[config.mk]
export PLATFORM = sky130hd
export DESIGN_NAME = quoted_argument_tokenizer_unit
export DESIGN_NICKNAME = d
export VERILOG_FILES = /design/src/qat_pkg.sv /design/src/qat_front.sv /design/src/qat_queue.sv /design/src/qat_back.sv /design/src/quoted_argument_tokenizer_unit.sv
export SDC_FILE = /design/constraint.sdc
export NUM_CORES = 1
export LEC_CHECK = 0
export BUFFER_PORTS_ARGS = -buffer_cell sky130_fd_sc_hd__buf_2
export CORE_ASPECT_RATIO = 2
export CORE_MARGIN = 10
export CORE_UTILIZATION = 57
export CTS_BUF_LIST = sky130_fd_sc_hd__clkbuf_8 sky130_fd_sc_hd__clkbuf_16
export DETAILED_ROUTE_END_ITERATION = 12
export MAX_ROUTING_LAYER = met4
export PLACE_DENSITY = 0.8
export SLEW_MARGIN = 20
export SYNTH_ARGS = -nofsm -noshare
export SYNTH_HDL_FRONTEND = slang
export SYNTH_SLANG_ARGS = --single-unit
[constraint.sdc]
create_clock -name clk -period 3.2 [get_ports clk]
set_input_delay 0.16 -clock clk [delete_from_list [all_inputs] [get_ports clk]]
set_output_delay 0.16 -clock clk [all_outputs]
set_load 0.005 [all_outputs]
[src/qat_pkg.sv]
`default_nettype none

package qat_pkg;

	// Result kinds
	localparam logic [1:0] KIND_CHAR = 2'd0;
	localparam logic [1:0] KIND_END  = 2'd1;
	localparam logic [1:0] KIND_LINE = 2'd2;

	// Open quote codes
	localparam logic [1:0] QUOTE_NONE   = 2'd0;
	localparam logic [1:0] QUOTE_SINGLE = 2'd1;
	localparam logic [1:0] QUOTE_DOUBLE = 2'd2;

	// Character codes
	localparam logic [7:0] CH_SPACE  = 8'h20;
	localparam logic [7:0] CH_TAB    = 8'h09;
	localparam logic [7:0] CH_LF     = 8'h0A;
	localparam logic [7:0] CH_CR     = 8'h0D;
	localparam logic [7:0] CH_BSLASH = 8'h5C;
	localparam logic [7:0] CH_SQUOTE = 8'h27;
	localparam logic [7:0] CH_DQUOTE = 8'h22;

	// Configuration port
	localparam int          CFG_ADDR_W   = 3;
	localparam int          CFG_DATA_W   = 32;
	localparam logic        REG_MAX_ARGS = 1'b0;
	localparam logic [5:0]  MAX_ARGS_RST = 6'd16;

	// One queued entry: which results to send, in order char, end, line
	typedef struct packed {
		logic       emit_char;
		logic       emit_end;
		logic       emit_line;
		logic [7:0] ch;
		logic [5:0] idx;
		logic [5:0] count;
	} cmd_t;

	// Queue fill status
	typedef struct packed {
		logic full;
		logic empty;
	} q_status_t;

endpackage

`default_nettype wire

[src/qat_front.sv]
`default_nettype none

module qat_front (
	input  wire logic            clk,
	input  wire logic            arst_n,
	input  wire logic            accept,
	input  wire logic [7:0]      ch,
	input  wire logic            line_end,
	input  wire logic [5:0]      max_args,
	output qat_pkg::cmd_t        cmd,
	output logic                 push
);

	logic       in_arg_q;
	logic [1:0] quote_q;
	logic       esc_q;
	logic [5:0] count_q;

	logic       in_arg_d;
	logic [1:0] quote_d;
	logic       esc_d;
	logic [5:0] count_d;

	logic       is_sep;
	logic       is_quote;
	logic [1:0] q_code;
	logic [5:0] idx;

	// Classify the character
	assign is_sep = (ch == qat_pkg::CH_SPACE) || (ch == qat_pkg::CH_TAB) ||
		(ch == qat_pkg::CH_LF) || (ch == qat_pkg::CH_CR);
	assign is_quote = (ch == qat_pkg::CH_SQUOTE) || (ch == qat_pkg::CH_DQUOTE);
	assign q_code = (ch == qat_pkg::CH_SQUOTE) ? qat_pkg::QUOTE_SINGLE : qat_pkg::QUOTE_DOUBLE;

	// Work out next state and the results this item causes
	always_comb begin
		in_arg_d = in_arg_q;
		quote_d  = quote_q;
		esc_d    = esc_q;
		count_d  = count_q;
		idx      = count_q - 6'd1;
		cmd      = '0;
		if (line_end) begin
			cmd.emit_char = in_arg_q && esc_q;
			cmd.ch        = (in_arg_q && esc_q) ? qat_pkg::CH_BSLASH : 8'd0;
			cmd.emit_end  = in_arg_q;
			cmd.emit_line = 1'b1;
			cmd.idx       = idx;
			cmd.count     = count_q;
			in_arg_d = 1'b0;
			quote_d  = qat_pkg::QUOTE_NONE;
			esc_d    = 1'b0;
			count_d  = '0;
		end else if (in_arg_q || (!is_sep && (count_q < max_args))) begin
			// Open a new argument when none is open
			if (!in_arg_q) begin
				in_arg_d = 1'b1;
				quote_d  = qat_pkg::QUOTE_NONE;
				esc_d    = 1'b0;
				count_d  = count_q + 6'd1;
			end
			idx     = count_d - 6'd1;
			cmd.idx = idx;
			if (esc_d) begin
				esc_d         = 1'b0;
				cmd.emit_char = 1'b1;
				cmd.ch        = ch;
			end else if ((quote_d == qat_pkg::QUOTE_NONE) && is_sep) begin
				in_arg_d     = 1'b0;
				cmd.emit_end = 1'b1;
			end else if (ch == qat_pkg::CH_BSLASH) begin
				esc_d = 1'b1;
			end else if (is_quote) begin
				if (quote_d == qat_pkg::QUOTE_NONE) begin
					quote_d = q_code;
				end else if (quote_d == q_code) begin
					quote_d = qat_pkg::QUOTE_NONE;
				end else begin
					cmd.emit_char = 1'b1;
					cmd.ch        = ch;
				end
			end else begin
				cmd.emit_char = 1'b1;
				cmd.ch        = ch;
			end
		end
	end

	assign push = accept && (cmd.emit_char || cmd.emit_end || cmd.emit_line);

	// Advance parser state on each accepted transaction
	always_ff @(posedge clk or negedge arst_n) begin
		if (!arst_n) begin
			in_arg_q <= 1'b0;
			quote_q  <= qat_pkg::QUOTE_NONE;
			esc_q    <= 1'b0;
			count_q  <= '0;
		end else if (accept) begin
			in_arg_q <= in_arg_d;
			quote_q  <= quote_d;
			esc_q    <= esc_d;
			count_q  <= count_d;
		end
	end

endmodule

`default_nettype wire

[src/qat_queue.sv]
`default_nettype none

module qat_queue #(
	parameter int DEPTH = 4
) (
	input  wire logic          clk,
	input  wire logic          arst_n,
	input  wire logic          push,
	input  wire qat_pkg::cmd_t push_cmd,
	input  wire logic          pop,
	output qat_pkg::cmd_t      head,
	output qat_pkg::q_status_t status
);

	localparam int PTR_W = (DEPTH > 1) ? $clog2(DEPTH) : 1;
	localparam int CNT_W = $clog2(DEPTH + 1);

	qat_pkg::cmd_t    mem_q [DEPTH];
	logic [PTR_W-1:0] wr_ptr_q;
	logic [PTR_W-1:0] rd_ptr_q;
	logic [CNT_W-1:0] fill_q;

	assign head         = mem_q[rd_ptr_q];
	assign status.full  = (fill_q == CNT_W'(DEPTH));
	assign status.empty = (fill_q == '0);

	// Store pushed entries
	always_ff @(posedge clk) begin
		if (push) begin
			mem_q[wr_ptr_q] <= push_cmd;
		end
	end

	// Advance pointers and fill level
	always_ff @(posedge clk or negedge arst_n) begin
		if (!arst_n) begin
			wr_ptr_q <= '0;
			rd_ptr_q <= '0;
			fill_q   <= '0;
		end else begin
			if (push) begin
				wr_ptr_q <= (wr_ptr_q == PTR_W'(DEPTH - 1)) ? '0 : wr_ptr_q + 1'b1;
			end
			if (pop) begin
				rd_ptr_q <= (rd_ptr_q == PTR_W'(DEPTH - 1)) ? '0 : rd_ptr_q + 1'b1;
			end
			if (push && !pop) begin
				fill_q <= fill_q + 1'b1;
			end else if (pop && !push) begin
				fill_q <= fill_q - 1'b1;
			end
		end
	end

endmodule

`default_nettype wire

[src/qat_back.sv]
`default_nettype none

module qat_back (
	input  wire logic               clk,
	input  wire logic               arst_n,
	input  wire qat_pkg::cmd_t      head,
	input  wire qat_pkg::q_status_t status,
	output logic                    pop,
	output logic                    m_tvalid,
	input  wire logic               m_tready,
	output logic [15:0]             m_tdata,
	output logic [1:0]              m_tuser,
	output logic                    m_tlast
);

	logic [2:0]  done_q;
	logic        m_tvalid_q;
	logic [15:0] m_tdata_q;
	logic [1:0]  m_tuser_q;
	logic        m_tlast_q;

	logic [2:0]  pending;
	logic [2:0]  pick;
	logic [2:0]  rest;
	logic        is_last;
	logic        advance;
	logic [1:0]  kind;
	logic [7:0]  o_char;
	logic [5:0]  o_idx;

	// Pick the next result of the head entry: char, then end, then line
	assign pending = {head.emit_line, head.emit_end, head.emit_char} & ~done_q;
	always_comb begin
		pick   = 3'b000;
		kind   = qat_pkg::KIND_LINE;
		o_char = 8'd0;
		o_idx  = head.count;
		if (pending[0]) begin
			pick   = 3'b001;
			kind   = qat_pkg::KIND_CHAR;
			o_char = head.ch;
			o_idx  = head.idx;
		end else if (pending[1]) begin
			pick  = 3'b010;
			kind  = qat_pkg::KIND_END;
			o_idx = head.idx;
		end else begin
			pick = 3'b100;
		end
	end

	assign rest    = pending & ~pick;
	assign is_last = (rest == 3'b000);
	assign advance = !status.empty && (!m_tvalid_q || m_tready);
	assign pop     = advance && is_last;

	// Track results already sent from the head entry
	always_ff @(posedge clk or negedge arst_n) begin
		if (!arst_n) begin
			done_q <= '0;
		end else if (advance) begin
			done_q <= is_last ? 3'b000 : (done_q | pick);
		end
	end

	// Output register valid
	always_ff @(posedge clk or negedge arst_n) begin
		if (!arst_n) begin
			m_tvalid_q <= 1'b0;
		end else if (advance) begin
			m_tvalid_q <= 1'b1;
		end else if (m_tready) begin
			m_tvalid_q <= 1'b0;
		end
	end

	// Output register payload
	always_ff @(posedge clk) begin
		if (advance) begin
			m_tdata_q <= {2'b00, o_idx, o_char};
			m_tuser_q <= kind;
			m_tlast_q <= is_last;
		end
	end

	assign m_tvalid = m_tvalid_q;
	assign m_tdata  = m_tdata_q;
	assign m_tuser  = m_tuser_q;
	assign m_tlast  = m_tlast_q;

endmodule

`default_nettype wire

[src/quoted_argument_tokenizer_unit.sv]
// Channel  Dir  Fields (tdata from bit 0 up)          tuser   tlast
// s_axis   in   ch[7:0]                               -       line_end
// m_axis   out  out_char[7:0], arg_index[13:8], 0 pad kind    last
// apb      in   max_args at byte address 0            -       -
//
// One character is accepted per cycle while the queue has room; parser state
// updates in that cycle. Each result leaves the output register one per cycle
// unless stalled, so line end makes up to three results; the entry queue
// (QUEUE_DEPTH entries) absorbs the burst. s_tready drops only when it is full.
// arst_n clears parser state, queue and output valid; max_args resets to 16.
`default_nettype none

module quoted_argument_tokenizer_unit #(
	parameter int QUEUE_DEPTH = 4
) (
	input  wire logic                            clk,
	input  wire logic                            arst_n,
	// s_axis_tdata: ch[7:0]
	input  wire logic                            s_axis_tvalid,
	output logic                                 s_axis_tready,
	input  wire logic [7:0]                      s_axis_tdata,
	input  wire logic                            s_axis_tlast,
	// m_axis_tdata: out_char[7:0], arg_index[13:8], zero [15:14]
	output logic                                 m_axis_tvalid,
	input  wire logic                            m_axis_tready,
	output logic [15:0]                          m_axis_tdata,
	// m_axis_tuser: kind[1:0]
	output logic [1:0]                           m_axis_tuser,
	output logic                                 m_axis_tlast,
	input  wire logic                            psel,
	input  wire logic                            penable,
	input  wire logic                            pwrite,
	input  wire logic [qat_pkg::CFG_ADDR_W-1:0]  paddr,
	input  wire logic [qat_pkg::CFG_DATA_W-1:0]  pwdata,
	output logic [qat_pkg::CFG_DATA_W-1:0]       prdata,
	output logic                                 pready
);

	logic               max_args_sel;
	logic [5:0]         max_args_reg_q;
	logic               accept;
	logic               push;
	logic               pop;
	qat_pkg::cmd_t      push_cmd;
	qat_pkg::cmd_t      head;
	qat_pkg::q_status_t status;

	// Register file
	assign pready       = 1'b1;
	assign max_args_sel = (paddr[2] == qat_pkg::REG_MAX_ARGS);
	always_ff @(posedge clk or negedge arst_n) begin
		if (!arst_n) begin
			max_args_reg_q <= qat_pkg::MAX_ARGS_RST;
		end else if (psel && penable && pwrite && pready && max_args_sel) begin
			max_args_reg_q <= pwdata[5:0];
		end
	end
	assign prdata = max_args_sel ? {26'd0, max_args_reg_q} : '0;

	// Accept characters while the queue has room
	assign s_axis_tready = !status.full;
	assign accept        = s_axis_tvalid && s_axis_tready;

	qat_front u_front (
		.clk      (clk),
		.arst_n   (arst_n),
		.accept   (accept),
		.ch       (s_axis_tdata),
		.line_end (s_axis_tlast),
		.max_args (max_args_reg_q),
		.cmd      (push_cmd),
		.push     (push)
	);

	qat_queue #(
		.DEPTH (QUEUE_DEPTH)
	) u_queue (
		.clk      (clk),
		.arst_n   (arst_n),
		.push     (push),
		.push_cmd (push_cmd),
		.pop      (pop),
		.head     (head),
		.status   (status)
	);

	qat_back u_back (
		.clk      (clk),
		.arst_n   (arst_n),
		.head     (head),
		.status   (status),
		.pop      (pop),
		.m_tvalid (m_axis_tvalid),
		.m_tready (m_axis_tready),
		.m_tdata  (m_axis_tdata),
		.m_tuser  (m_axis_tuser),
		.m_tlast  (m_axis_tlast)
	);

endmodule

`default_nettype wire

==> impl_metrics.yaml <==
detailed_routing:
  drc: 0
  vias: 3792
  drt_iter0_drc: 201
  finalWirelength_um: 12600
  dr.pass1.iters: 5
  detail-route-antenna-nets: 0
  wl_per_cell_um: 18.4
  viasPerCell: 5.56
sta:
  tns_ns: 0
  fin_skew_ns: 0.00700
  post-route-min-period_ns: 2.81
  fin_crit_sh_pct: 87.8
  hold_violations: 0
  rsz0062_at_grt: "false"
  fmax_mhz: 356
  worst_pin_slew_ns: 0.615
  final-max-slew-violation-count: 0
  setup_viol: 0
  slew_headroom_pct: 59.0
cells_and_area:
  fin_nets: 593
  postLayoutCoreUtil_pct: 67.3
  multi_input_area_sq_um: 2270
  drive_gt1_share_pct: 26.1
  antenna_cells: 0
  layout_common_cells: "edfxtp_1 (109), buf_2 (47), nand2_1 (29), conb_1 (29)"
  area_growth_pct: 16.0
  mostFrequentLayoutCell: "edfxtp_1"
  regArea_sq_um: 3950
  nFillCells: 739
min_path:
  holdPathStages: 2
  hold_start: "s_axis_tdata[7]"
  hold_class: "input pin to flip-flop"
  hold_path_end: "u_queue.mem_q[0][19]"
synth:
  synthesis.area_sq_um: 6510
  ys_seq_elements: 136
  synth_area_leaders: "edfxtp_1 (50%), dfrtp_1 (10%), mux4_2 (8.0%), buf_4 (3.3%), ha_1 (2.7%)"
  yosysUniqueCellTypes: 69
  ys_seq_area_share_pct: 60.7
  synth_top_area_share_pct: 50.3
  synth_ff_type: "edfxtp_1"
  synth_warnings: 0
  syn_inst: 460
  synth_top_cell_by_area: "edfxtp_1"
  async_reset_ff_share_pct: 19.9
  postSynthAreaPerCell_sq_um: 14.1
  synth_edf_count: 109
grt:
  grt_pass1_wl_um: 19600
  track_usage_pct: 16.2
  grt_max_degree: 28
  grt-ovfl-total: 0
  grt_pass1_vias: 3956
  antenna_found_initial: 0
floorplan:
  rows: 55
  design.die.area_sq_um: 16300
  fp.dieH_um: 171
  io_pins: 105
  die_width_um: 95.5
  core-area_sq_um: 11200
  start_util_pct: 58.0
pwr:
  finalPower_mw: 7.12
  powerDensity_nw_per_um2: 944
  leakage_nw: 2.98
  peakVddDrop_v: 0.000501
clocking:
  cts_tree: "done"
  htreeDepth: 4
  cts_inserted_buffers: 17
  clk_pin_slew_ns: 0.06
  cts_root_buf: "clkbuf_16"
  clkLatencyLatePin_ns: 0.41
  cts_setup_buffers: 0
  cts.sinks: 136
  clockBufferDepth: 2
run_status:
  status: "complete, no violations"
critical_path:
  cp-start-kind: "flip-flop"
  r2r-start: "max_args_reg_q[4]"
  worst-path-max-fanout: 7
  crit_required_ns: 3.50
  cp.arrival_ns: 3.11
  worstSetupEndpointType: "flip-flop"
  rr_worst_depth: 11
  criticalPathCategory: "flip-flop to flip-flop"
  reg2reg_to: "u_queue.fill_q[1]"
  r2r_setup_slack_ns: 0.39
placement:
  hpwl_um: 8710
  place.gp.congestion: 0.880
  io_buffers: 47
run:
  drv_cap: 0
## cell families (layout without fill, tap and decap cells)
logic type                 after synthesis  count (layout)  share of synthesized area [%]
muxes                                   40              40                           10.8
and+or+nand+nor                        126             126                           10.3
buffers and inverters                   65             118                           6.04
adders and majority gates               16              16                           3.21
AOI/OAI and AO/OA                       61              61                           6.92
other                                    2              29                          0.115
xor gates and xnor gates                14              14                           1.88
DFF                                    136             136                           60.7
## cell usage after synthesis, types with 10 or more instances
cell / count
a21oi_1: 13
and2_1: 11
buf_4: 29
dfrtp_1: 26
edfxtp_1: 109
ha_1: 14
inv_1: 17
mux4_2: 23
nand2_1: 29
nor2_1: 26
nor2b_1: 14
nor3_1: 10
o21ai_0: 14
## power breakdown
group,leakage (nW),internal [mW],switching [mW]
combinational,1.29,1.03,1.17
clock,0.324,1.45,0.714
sequential,1.36,2.56,0.194
## metrics by stage
step / hold WS [ns] / cell area (sq um) / cells / worst slack (ns)
2_1_floorplan: -0.136 / 6610 / 487 / 0.262
5_1_grt: 0.183 / 7540 / 682 / 0.223
3_3_place_gp: 0.202 / 6810 / 642 / 0.426
4_1_cts: 0.168 / 7540 / 682 / 0.386
3_5_place_dp: 0.214 / 6810 / 642 / 0.387
6_report: 0.182 / 7540 / 682 / 0.391
## how the worst max path moves through the flow
stage	from	to	depth (start not counted)
3_5_place_dp	u_front.count_q[4]	u_queue.fill_q[1]	10
5_1_grt	u_front.count_q[5]	u_queue.fill_q[2]	12
2_1_floorplan	max_args_reg_q[4]	u_queue.mem_q[0][0]	7
6_report	max_args_reg_q[4]	u_queue.fill_q[1]	11
3_3_place_gp	max_args_reg_q[4]	u_queue.fill_q[1]	11
4_1_cts	max_args_reg_q[4]	u_queue.fill_q[1]	11
## final cells by class
cell class / instances / area share, %
repair buffers: 69 / 5.57
clock inverters: 15 / 3.10
clock buffers: 17 / 5.64
flip-flops and latches: 136 / 52.4
multi-input cells: 286 / 30.1
well taps: 142 / 2.35
inverters: 17 / 0.846
## what timing repair did
| item | CTS | global route |
|---|---|---|
| resized for setup | 0 | 0 |
| endpoints found under the hold margin | 33 | 0 |
| hold buffers | 8 | 0 |
## sequential cells by signal, indices dropped and copies added, names as in the netlist
signal,count
u_queue.fill_q,3
u_queue.mem_q,92
u_back.done_q,3
u_front.count_q,6
u_back.m_tlast,1
u_back.m_tdata,14
u_queue.rd_ptr_q,2
u_front.in_arg_q,1
u_back.m_tvalid,1
u_queue.wr_ptr_q,2
u_front.esc_q,1
u_front.quote_q,2
u_back.m_tuser,2
max_args_reg_q,6
## critical path, cell delays in order, from the launching register on
cell and delay [ns]:
dfstp_2 0.53, inv_1 0.05, ha_1 0.28, nand4_1 0.09
o221ai_2 0.28, o211ai_2 0.15, a31oi_4 0.26, inv_1 0.08
ha_1 0.22, inv_1 0.08, fa_1 0.40, mux2_2 0.27
## layer usage
layer  track usage (%)  up-vias  wire, um
met3              3.51       20       726
met2              28.4      127      7100
met4              7.74        0       275
li1                  -     1783         -
met5                 -        -         0
met1              16.4     1862      4470
Power figures use the tool's default switching activity.
